<file path="src/rtl/core/ntc_pkg.sv">
// Shared widths, codes and constants of the thermistor table interpolator
`default_nettype none
package ntc_pkg;

	// default configuration of the top level
	localparam int TABLE_DEPTH_DEF = 32;
	localparam int ADC_BITS_DEF    = 10;

	// field and register widths
	localparam int RES_W  = 28;
	localparam int TEMP_W = 16;
	localparam int BASE_W = 27;
	localparam int CNT_W  = 6;

	// shared multiplier: 28 x 17 bits
	localparam int MULB_W = TEMP_W + 1;
	localparam int PROD_W = RES_W + MULB_W;

	// shared divider: for interpolation the dividend holds 2*m + d, divisor holds 2*d
	localparam int DIVD_W = PROD_W + 2;
	localparam int DIVS_W = RES_W + 1;

	localparam logic [RES_W-1:0]         RES_MAX    = '1;
	localparam logic [BASE_W-1:0]        BASE_RESET = 27'd100000;
	localparam logic signed [TEMP_W-1:0] EMPTY_TEMP = -16'sd12800;

	// request types
	localparam logic REQ_LOAD = 1'b0;
	localparam logic REQ_CONV = 1'b1;

	// result status codes
	localparam logic [1:0] ST_INTERP = 2'd0;
	localparam logic [1:0] ST_COLD   = 2'd1;
	localparam logic [1:0] ST_HOT    = 2'd2;
	localparam logic [1:0] ST_EMPTY  = 2'd3;

	// register map, selected by paddr[2]
	localparam logic REG_BASE  = 1'b0;
	localparam logic REG_COUNT = 1'b1;

endpackage
`default_nettype wire

</file>
<file path="src/rtl/core/ntc_div.sv">
// Restoring bit-serial divider shared by the resistance and interpolation steps
`default_nettype none
module ntc_div (
	input  wire logic                      clk,
	input  wire logic                      arst_n,
	input  wire logic                      start,
	input  wire logic [ntc_pkg::DIVD_W-1:0] dividend,
	input  wire logic [ntc_pkg::DIVS_W-1:0] divisor,
	output logic                           done,
	output logic [ntc_pkg::DIVD_W-1:0]     quotient
);
	localparam int DW = ntc_pkg::DIVD_W;
	localparam int SW = ntc_pkg::DIVS_W;
	localparam int CW = $clog2(DW + 1);

	logic          run_q;
	logic          done_q;
	logic [CW-1:0] cnt_q;
	logic [SW:0]   rem_q;
	logic [DW-1:0] quo_q;
	logic [SW-1:0] dvs_q;

	logic [SW:0]   shifted;
	logic [SW+1:0] trial;
	logic          ge;

	// one quotient bit per cycle: shift in the next dividend bit and try a subtract
	always_comb begin
		shifted = {rem_q[SW-1:0], quo_q[DW-1]};
		trial   = {1'b0, shifted} - {2'b00, dvs_q};
		ge      = ~trial[SW+1];
	end

	// sequence the iterations
	always_ff @(posedge clk or negedge arst_n) begin
		if (!arst_n) begin
			run_q  <= 1'b0;
			done_q <= 1'b0;
			cnt_q  <= '0;
		end else begin
			done_q <= 1'b0;
			if (start) begin
				run_q <= 1'b1;
				cnt_q <= CW'(DW);
			end else if (run_q) begin
				cnt_q <= cnt_q - CW'(1);
				if (cnt_q == CW'(1)) begin
					run_q  <= 1'b0;
					done_q <= 1'b1;
				end
			end
		end
	end

	// remainder and quotient shift register
	always_ff @(posedge clk) begin
		if (start) begin
			rem_q <= '0;
			quo_q <= dividend;
			dvs_q <= divisor;
		end else if (run_q) begin
			rem_q <= ge ? trial[SW:0] : shifted;
			quo_q <= {quo_q[DW-2:0], ge};
		end
	end

	assign done     = done_q;
	assign quotient = quo_q;

endmodule
`default_nettype wire

</file>
<file path="src/rtl/core/ntc_table_interpolator_unit.sv">
// NTC thermistor converter: divider resistance, table search and linear interpolation.
// Load request: no result; the table entry is written on accept and the block is ready again the next cycle.
// Convert request: multiply, divider pass for the resistance (skipped at full scale), table scan
// with one memory read per entry, then multiply and second divider pass when it interpolates.
// One convert at a time; input stalls until its result is handed to the output register.
// Reset: async, active low; clears sequencer, output valid and config (base 100000, count 0).
`default_nettype none
module ntc_table_interpolator_unit #(
	parameter int TABLE_DEPTH = ntc_pkg::TABLE_DEPTH_DEF,
	parameter int ADC_BITS    = ntc_pkg::ADC_BITS_DEF
) (
	input  wire logic                             clk,
	input  wire logic                             arst_n,
	// configuration port
	input  wire logic                             psel,
	input  wire logic                             penable,
	input  wire logic                             pwrite,
	input  wire logic [2:0]                       paddr,
	input  wire logic [31:0]                      pwdata,
	output logic [31:0]                           prdata,
	output logic                                  pready,
	// request channel
	input  wire logic                             in_valid,
	output logic                                  in_stall,
	input  wire logic                             req_type,
	input  wire logic [ADC_BITS-1:0]              adc_sample,
	input  wire logic [$clog2(TABLE_DEPTH)-1:0]   entry_index,
	input  wire logic [ntc_pkg::RES_W-1:0]        entry_resistance,
	input  wire logic signed [ntc_pkg::TEMP_W-1:0] entry_temperature,
	// result channel
	output logic                                  out_valid,
	input  wire logic                             out_stall,
	output logic signed [ntc_pkg::TEMP_W-1:0]     temperature,
	output logic [ntc_pkg::RES_W-1:0]             probe_resistance,
	output logic [1:0]                            status
);
	localparam int IDX_W  = $clog2(TABLE_DEPTH);
	localparam int CW     = $clog2(TABLE_DEPTH + 1);
	localparam int RES_W  = ntc_pkg::RES_W;
	localparam int TEMP_W = ntc_pkg::TEMP_W;
	localparam int MULB_W = ntc_pkg::MULB_W;
	localparam int PROD_W = ntc_pkg::PROD_W;
	localparam int DIVD_W = ntc_pkg::DIVD_W;
	localparam int DIVS_W = ntc_pkg::DIVS_W;
	localparam int ENT_W  = RES_W + TEMP_W;
	localparam logic [ADC_BITS-1:0] ADC_FULL = '1;

	// sequencer states
	localparam logic [3:0] S_IDLE   = 4'd0;
	localparam logic [3:0] S_MUL1   = 4'd1;
	localparam logic [3:0] S_RSTART = 4'd2;
	localparam logic [3:0] S_RWAIT  = 4'd3;
	localparam logic [3:0] S_LOOK   = 4'd4;
	localparam logic [3:0] S_RD     = 4'd5;
	localparam logic [3:0] S_CHK    = 4'd6;
	localparam logic [3:0] S_MUL2   = 4'd7;
	localparam logic [3:0] S_ISTART = 4'd8;
	localparam logic [3:0] S_IWAIT  = 4'd9;
	localparam logic [3:0] S_OUT    = 4'd10;

	logic [3:0]                 state_q;
	logic [ntc_pkg::BASE_W-1:0] base_q;
	logic [ntc_pkg::CNT_W-1:0]  count_q;
	logic                       out_valid_q;

	logic [ADC_BITS-1:0] raw_q;
	logic [CW-1:0]       cnt_q;
	logic [IDX_W-1:0]    k_q;
	logic [RES_W-1:0]    res_q;
	logic [RES_W-1:0]    first_r_q, prev_r_q, cur_r_q;
	logic [TEMP_W-1:0]   first_t_q, prev_t_q, cur_t_q;
	logic                neg_q;
	logic [PROD_W-1:0]   prod_q;
	logic [TEMP_W-1:0]   fin_temp_q;
	logic [1:0]          fin_status_q;
	logic [TEMP_W-1:0]   temp_out_q;
	logic [RES_W-1:0]    res_out_q;
	logic [1:0]          status_out_q;

	logic [ENT_W-1:0]    tbl_mem [TABLE_DEPTH];
	logic [ENT_W-1:0]    rd_q;
	logic [RES_W-1:0]    ent_r;
	logic [TEMP_W-1:0]   ent_t;

	logic                cfg_wr;
	logic                in_acc;
	logic                out_free;
	logic                last_ent;
	logic                bracket;
	logic [RES_W-1:0]    mul_a;
	logic [MULB_W-1:0]   mul_b;
	logic [RES_W-1:0]    span;
	logic [TEMP_W:0]     dt;
	logic [TEMP_W:0]     abs_dt;
	logic                div_go;
	logic [DIVD_W-1:0]   div_dvd;
	logic [DIVS_W-1:0]   div_dvs;
	logic                div_done;
	logic [DIVD_W-1:0]   div_quo;
	logic [RES_W-1:0]    res_sat;
	logic [TEMP_W:0]     interp;

	assign cfg_wr   = psel && penable && pwrite;
	assign in_stall = (state_q != S_IDLE);
	assign in_acc   = in_valid && !in_stall;
	assign out_free = !out_valid_q || !out_stall;
	assign pready   = 1'b1;

	// register read-back
	always_comb begin
		unique case (paddr[2])
			ntc_pkg::REG_BASE:  prdata = {{(32 - ntc_pkg::BASE_W){1'b0}}, base_q};
			ntc_pkg::REG_COUNT: prdata = {{(32 - ntc_pkg::CNT_W){1'b0}}, count_q};
			default:            prdata = '0;
		endcase
	end

	// calibration table: one write, one registered read per cycle
	always_ff @(posedge clk) begin
		if (in_acc && req_type == ntc_pkg::REQ_LOAD && 32'(entry_index) < 32'(TABLE_DEPTH)) begin
			tbl_mem[entry_index] <= {entry_resistance, entry_temperature};
		end
		rd_q <= tbl_mem[k_q];
	end

	assign ent_r = rd_q[ENT_W-1:TEMP_W];
	assign ent_t = rd_q[TEMP_W-1:0];

	// scan tests on the entry just read
	assign last_ent = ((CW'(k_q) + CW'(1)) == cnt_q);
	assign bracket  = (res_q <= prev_r_q) && (res_q >= ent_r);

	// interpolation terms from the bracketing pair
	assign span   = prev_r_q - cur_r_q;
	assign dt     = {cur_t_q[TEMP_W-1], cur_t_q} - {prev_t_q[TEMP_W-1], prev_t_q};
	assign abs_dt = dt[TEMP_W] ? (~dt + (TEMP_W+1)'(1)) : dt;

	// shared multiplier operands
	always_comb begin
		if (state_q == S_MUL2) begin
			mul_a = prev_r_q - res_q;
			mul_b = abs_dt;
		end else begin
			mul_a = {{(RES_W - ntc_pkg::BASE_W){1'b0}}, base_q};
			mul_b = {{(MULB_W - ADC_BITS){1'b0}}, raw_q};
		end
	end

	// shared divider operands
	assign div_go = (state_q == S_RSTART) || (state_q == S_ISTART);
	always_comb begin
		if (state_q == S_ISTART) begin
			div_dvd = {1'b0, prod_q, 1'b0} + {{(DIVD_W - RES_W){1'b0}}, span};
			div_dvs = {span, 1'b0};
		end else begin
			div_dvd = {{(DIVD_W - PROD_W){1'b0}}, prod_q};
			div_dvs = {{(DIVS_W - ADC_BITS){1'b0}}, ADC_FULL - raw_q};
		end
	end

	ntc_div u_div (
		.clk      (clk),
		.arst_n   (arst_n),
		.start    (div_go),
		.dividend (div_dvd),
		.divisor  (div_dvs),
		.done     (div_done),
		.quotient (div_quo)
	);

	// saturate the resistance quotient and apply the rounded step
	assign res_sat = (div_quo[DIVD_W-1:RES_W] != '0) ? ntc_pkg::RES_MAX : div_quo[RES_W-1:0];
	assign interp  = neg_q ? ({prev_t_q[TEMP_W-1], prev_t_q} - div_quo[TEMP_W:0])
	                       : ({prev_t_q[TEMP_W-1], prev_t_q} + div_quo[TEMP_W:0]);

	// sequencer, configuration and output valid
	always_ff @(posedge clk or negedge arst_n) begin
		if (!arst_n) begin
			state_q     <= S_IDLE;
			base_q      <= ntc_pkg::BASE_RESET;
			count_q     <= '0;
			out_valid_q <= 1'b0;
		end else begin
			if (cfg_wr) begin
				unique case (paddr[2])
					ntc_pkg::REG_BASE:  base_q  <= pwdata[ntc_pkg::BASE_W-1:0];
					ntc_pkg::REG_COUNT: count_q <= pwdata[ntc_pkg::CNT_W-1:0];
					default:            ;
				endcase
			end
			// raise the result beat as the sequencer hands over, drop it once taken
			if (state_q == S_OUT && out_free) begin
				out_valid_q <= 1'b1;
			end else if (out_valid_q && !out_stall) begin
				out_valid_q <= 1'b0;
			end
			unique case (state_q)
				S_IDLE: begin
					if (in_acc && req_type == ntc_pkg::REQ_CONV) begin
						state_q <= S_MUL1;
					end
				end
				S_MUL1: begin
					state_q <= (raw_q == ADC_FULL) ? S_LOOK : S_RSTART;
				end
				S_RSTART: state_q <= S_RWAIT;
				S_RWAIT: begin
					if (div_done) begin
						state_q <= S_LOOK;
					end
				end
				S_LOOK: begin
					state_q <= (cnt_q == '0) ? S_OUT : S_RD;
				end
				S_RD: state_q <= S_CHK;
				S_CHK: begin
					if (k_q == '0) begin
						state_q <= (cnt_q == CW'(1)) ? S_OUT : S_RD;
					end else if (bracket) begin
						state_q <= S_MUL2;
					end else if (last_ent) begin
						state_q <= S_OUT;
					end else begin
						state_q <= S_RD;
					end
				end
				S_MUL2: begin
					state_q <= (prev_r_q == cur_r_q) ? S_OUT : S_ISTART;
				end
				S_ISTART: state_q <= S_IWAIT;
				S_IWAIT: begin
					if (div_done) begin
						state_q <= S_OUT;
					end
				end
				S_OUT: begin
					if (out_free) begin
						state_q <= S_IDLE;
					end
				end
				default: state_q <= S_IDLE;
			endcase
		end
	end

	// datapath registers
	always_ff @(posedge clk) begin
		unique case (state_q)
			S_IDLE: begin
				raw_q <= adc_sample;
				k_q   <= '0;
				if (32'(count_q) > 32'(TABLE_DEPTH)) begin
					cnt_q <= CW'(TABLE_DEPTH);
				end else begin
					cnt_q <= CW'(count_q);
				end
			end
			S_MUL1: begin
				prod_q <= {{MULB_W{1'b0}}, mul_a} * {{RES_W{1'b0}}, mul_b};
				if (raw_q == ADC_FULL) begin
					res_q <= ntc_pkg::RES_MAX;
				end
			end
			S_RWAIT: begin
				if (div_done) begin
					res_q <= res_sat;
				end
			end
			S_LOOK: begin
				k_q          <= '0;
				fin_temp_q   <= ntc_pkg::EMPTY_TEMP;
				fin_status_q <= ntc_pkg::ST_EMPTY;
			end
			S_CHK: begin
				if (k_q == '0) begin
					first_r_q    <= ent_r;
					first_t_q    <= ent_t;
					prev_r_q     <= ent_r;
					prev_t_q     <= ent_t;
					fin_temp_q   <= ent_t;
					fin_status_q <= ntc_pkg::ST_INTERP;
					k_q          <= k_q + IDX_W'(1);
				end else if (bracket) begin
					cur_r_q <= ent_r;
					cur_t_q <= ent_t;
				end else if (last_ent) begin
					if (res_q > first_r_q) begin
						fin_temp_q   <= first_t_q;
						fin_status_q <= ntc_pkg::ST_COLD;
					end else begin
						fin_temp_q   <= ent_t;
						fin_status_q <= ntc_pkg::ST_HOT;
					end
				end else begin
					prev_r_q <= ent_r;
					prev_t_q <= ent_t;
					k_q      <= k_q + IDX_W'(1);
				end
			end
			S_MUL2: begin
				prod_q       <= {{MULB_W{1'b0}}, mul_a} * {{RES_W{1'b0}}, mul_b};
				neg_q        <= dt[TEMP_W];
				fin_temp_q   <= prev_t_q;
				fin_status_q <= ntc_pkg::ST_INTERP;
			end
			S_IWAIT: begin
				if (div_done) begin
					fin_temp_q <= interp[TEMP_W-1:0];
				end
			end
			S_OUT: begin
				if (out_free) begin
					temp_out_q   <= fin_temp_q;
					res_out_q    <= res_q;
					status_out_q <= fin_status_q;
				end
			end
			default: ;
		endcase
	end

	assign out_valid        = out_valid_q;
	assign temperature      = temp_out_q;
	assign probe_resistance = res_out_q;
	assign status           = status_out_q;

endmodule
`default_nettype wire

</file>
<file path="config.mk">
export PLATFORM = sky130hd
export DESIGN_NAME = ntc_table_interpolator_unit
export DESIGN_NICKNAME = d
export VERILOG_FILES = /design/src/rtl/core/ntc_pkg.sv /design/src/rtl/core/ntc_div.sv /design/src/rtl/core/ntc_table_interpolator_unit.sv
export SDC_FILE = /design/constraint.sdc
export NUM_CORES = 2
export LEC_CHECK = 0
export BUFFER_PORTS_ARGS = -buffer_cell sky130_fd_sc_hd__buf_2
export CORE_UTILIZATION = 30
export CTS_CLUSTER_SIZE = 12
export DETAILED_ROUTE_END_ITERATION = 10
export PLACE_DENSITY_LB_ADDON = 0.2
export SETUP_SLACK_MARGIN = 0.1
export SLEW_MARGIN = 30
export SYNTH_ARGS = -nofsm -noshare
export SYNTH_HDL_FRONTEND = slang
export SYNTH_SLANG_ARGS = --single-unit
export TNS_END_PERCENT = 30
</file>
<file path="constraint.sdc">
create_clock -name clk -period 28.1 [get_ports clk]
set_clock_uncertainty 0.15 [all_clocks]
set_input_delay 2.81 -clock clk [delete_from_list [all_inputs] [get_ports clk]]
set_output_delay 2.81 -clock clk [all_outputs]
set_load 0.005 [all_outputs]
</file>
==> flow_summary.yaml <==
synth:
  synth_top_cell_by_area: "edfxtp_1"
  synth_fa_ha_area_share_pct: 12.5
  yosys.area_share.simple_pct: 6.28
  synth_compound_area_share_pct: 5.04
  yosysWarnings: 0
  ys_seq_area_share_pct: 58.4
  avgSynthCellArea_um2: 14.9
  synth_flop_cell: "edfxtp_1"
  synth_area_um2: 95800
  yosys.area_share.xor_xnor_pct: 1.88
  yosys_register_bits: 1894
  synth_cells: 6419
  synth_area_leaders: "edfxtp_1 56%, mux4_2 10%, fa_1 8.3%"
  synth.mux.area_fraction_pct: 12.0
  synth.top_cell.area_share_pct: 55.7
  synth_top_family_by_area: "adder cells"
  synth.distinct_cells: 88
  synth_edf_count: 1775
  synthArstFlopShare_pct: 2.43
timing:
  max_freq_mhz: 91.6
  rsz0062_at_grt: "no"
  setup_violations: 0
  hold_viol_final: 0
  period_minus_slack_ns: 10.92
  worst_slew_pin_slew_ns: 0.985
  worst_slack_ns: 17.18
  final_max_slew_viol_count: 0
  fin_tns_setup_ns: 0
  slew_headroom_pct: 34.4
  finalCritPeriodShare_pct: 38.9
worst_hold_path:
  worstHoldStart: "fin_temp_q[15]"
  min_to: "temperature[15]"
  hold_path_class: "flip-flop to flip-flop"
  min_delay_path_depth: 0
layout:
  finalInstanceArea_um2: 109000
  area_delta_synth_final_pct: 14.0
  drive_gt1_share_pct: 17.9
  layoutNonFillerInstCount: 11000
  n_fill_cell: 30600
  layout_commonest_cell: "edfxtp_1"
  fin_nets: 7505
  regArea_um2: 55900
  mostFrequentLayoutCells: "1775 x edfxtp_1, 721 x inv_1, 558 x nand2_1"
  multi_input_area_um2: 36600
global_routing:
  grt_pass1_vias: 57000
  grt.total_usage_pct: 17.5
  antenna_found_initial: 40
  overflow: 0
  grt_max_degree: 138
  grt_pass1_wl_um: 411000
setup_path:
  end_kind: "flip-flop"
  r2r_cells: 33
  cp_slowest_cell: "nor2_1"
  critPathMaxFanout: 12
  reg2reg_to: "prod_q[44]"
  cpPeakStageDelay_ns: 0.70
  r2r_slack_ns: 17.18
  cp.depth: 33
  cp-start-kind: "flip-flop"
  cp_top_family: "adder cells"
  cp.required_ns: 28.53
  critPathKind: "flip-flop to flip-flop"
  cp_data_arrival_time_ns: 11.35
  crit_buf_inv: 5
  crit_top_cell: "fa_1"
  r2r-start: "prev_t_q[0]"
clock_network:
  clkTransAtPathRegs_ns: 0.06
  cts_max_path_buffers: 4
  numCtsBuffers: 216
  cts_htree_levels: 4
  cts_resized: 0
  clkLatencyLatePin_ns: 0.87
  post_cts_buffers: 0
  cts_sinks: 1894
  cts_tree: "yes"
  holdBufCountCts: 0
  ctsRootBufferMaster: "clkbuf_16"
routing:
  post_drt_via_cell_ratio: 4.97
  first_iter_violations: 4219
  drc: 0
  vias: 54800
  wl_per_cell_um: 25.8
  dr.pass1.iters: 6
  ant_nets: 0
  routed_wl_um: 284000
placed_design:
  portBuffers: 169
  placed_cells: 10600
  post-place-ws_ns: 17.10
  dp_hpwl_um: 184000
  place_congestion: 0.843
  placed_area_um2: 102000
status:
  status: "complete, no violations"
floorplanning:
  dieArea_um2: 321000
  initial_core_util_pct: 30.1
  die_w_um: 567
  fp-row-count: 207
  ios: 183
  coreArea_um2: 318000
  die-height_um: 567
flow_run:
  cap_viol_max_count: 0
-- metrics by stage --
step                      util [%]  hold WS (ns)
after detailed placement      32.2         0.255
after CTS                     34.3         0.270
after global routing          34.4         0.277
after floorplan                  -         0.250
after global placement        32.2         0.256
final                         34.4         0.269
-- layout make-up --
class / count / share of cell area, %
sequential: 1894 / 51.2
multi-input combinational: 3551 / 33.5
clock buffer: 286 / 5.40
tap: 4180 / 4.79
inverter: 723 / 2.49
timing repair buffer: 299 / 1.90
clock inverter: 90 / 0.698
antenna: 10 / 0.0229
-- synth_stat cells (all sizes together), types with 6 or more instances --
| cell type | count |
|---|---|
| and3 | 60 |
| nor2 | 208 |
| o211ai | 12 |
| mux4 | 440 |
| nor4 | 16 |
| nor2b | 49 |
| clkbuf | 173 |
| xnor2 | 123 |
| o21ai | 173 |
| fa | 395 |
| mux2i | 52 |
| a2111oi | 7 |
| buf | 82 |
| a31oi | 24 |
| or2 | 10 |
| nand2b | 54 |
| dfstp | 6 |
| a211oi | 36 |
| nand3 | 63 |
| or4 | 6 |
| or3 | 18 |
| and2 | 105 |
| o31ai | 16 |
| dfxtp | 73 |
| a21o | 109 |
| nor3 | 66 |
| nand2 | 561 |
| mux2 | 95 |
| inv | 722 |
| xor2 | 81 |
| nand4 | 33 |
| edfxtp | 1775 |
| o21bai | 26 |
| o21a | 36 |
| a21oi | 231 |
| a21boi | 8 |
| dfrtp | 40 |
| o221ai | 10 |
| a22oi | 7 |
| ha | 323 |
| o31a | 8 |
-- sequential cells by signal, summed over array words and instances (netlist names), 10 cells and up --
| signal | flops |
|---|---|
| raw_q | 10 |
| cur_t_q | 16 |
| u_div.quotient | 47 |
| tbl_mem | 1408 |
| temperature | 16 |
| first_r_q | 28 |
| prev_t_q | 16 |
| prev_r_q | 28 |
| rd_q | 44 |
| u_div.dvs_q | 29 |
| u_div.rem_q | 29 |
| res_q | 28 |
| fin_temp_q | 16 |
| first_t_q | 16 |
| cur_r_q | 28 |
| base_q | 27 |
| probe_resistance | 28 |
| prod_q | 45 |
-- worst register-to-register path: cells and delay by family (launching register included) --
family	cells	cell delay [ns]
AO/OA/AOI/OAI	12	3.54
buffers and inverters	5	0.78
flip-flops	1	0.43
XOR/XNOR	2	0.30
AND/OR/NAND/NOR	5	1.39
adder cells (fa/ha/maj)	9	4.06
-- how the worst max path moves through the flow --
stage,start,end,slack (ns)
floorplan,prev_t_q[0],prod_q[44],18.94
global placement,res_q[2],prod_q[44],16.75
detailed placement,prev_t_q[0],prod_q[44],17.10
CTS,prev_t_q[0],prod_q[44],17.04
global route,prev_t_q[0],prod_q[44],16.52
finish,prev_t_q[0],prod_q[44],17.18
-- metal layers --
metal | wire [µm] | track usage, %
met3 | 11500 | 2.22
met4 | 6960 | 4.30
met2 | 142000 | 30.2
met5 | 86 | 0
met1 | 124000 | 23.4
-- kinds of logic after synthesis --
group / after synthesis
adder cells (fa/ha/maj): 718
AO/OA/AOI/OAI: 760
AND/OR/NAND/NOR: 1276
other: 2
XOR/XNOR: 204
multiplexers: 587
flip-flops: 1894
buffers and inverters: 978
Power is not shown: default switching activity piles up to over one toggle a cycle in this logic, so the estimate is an artifact.
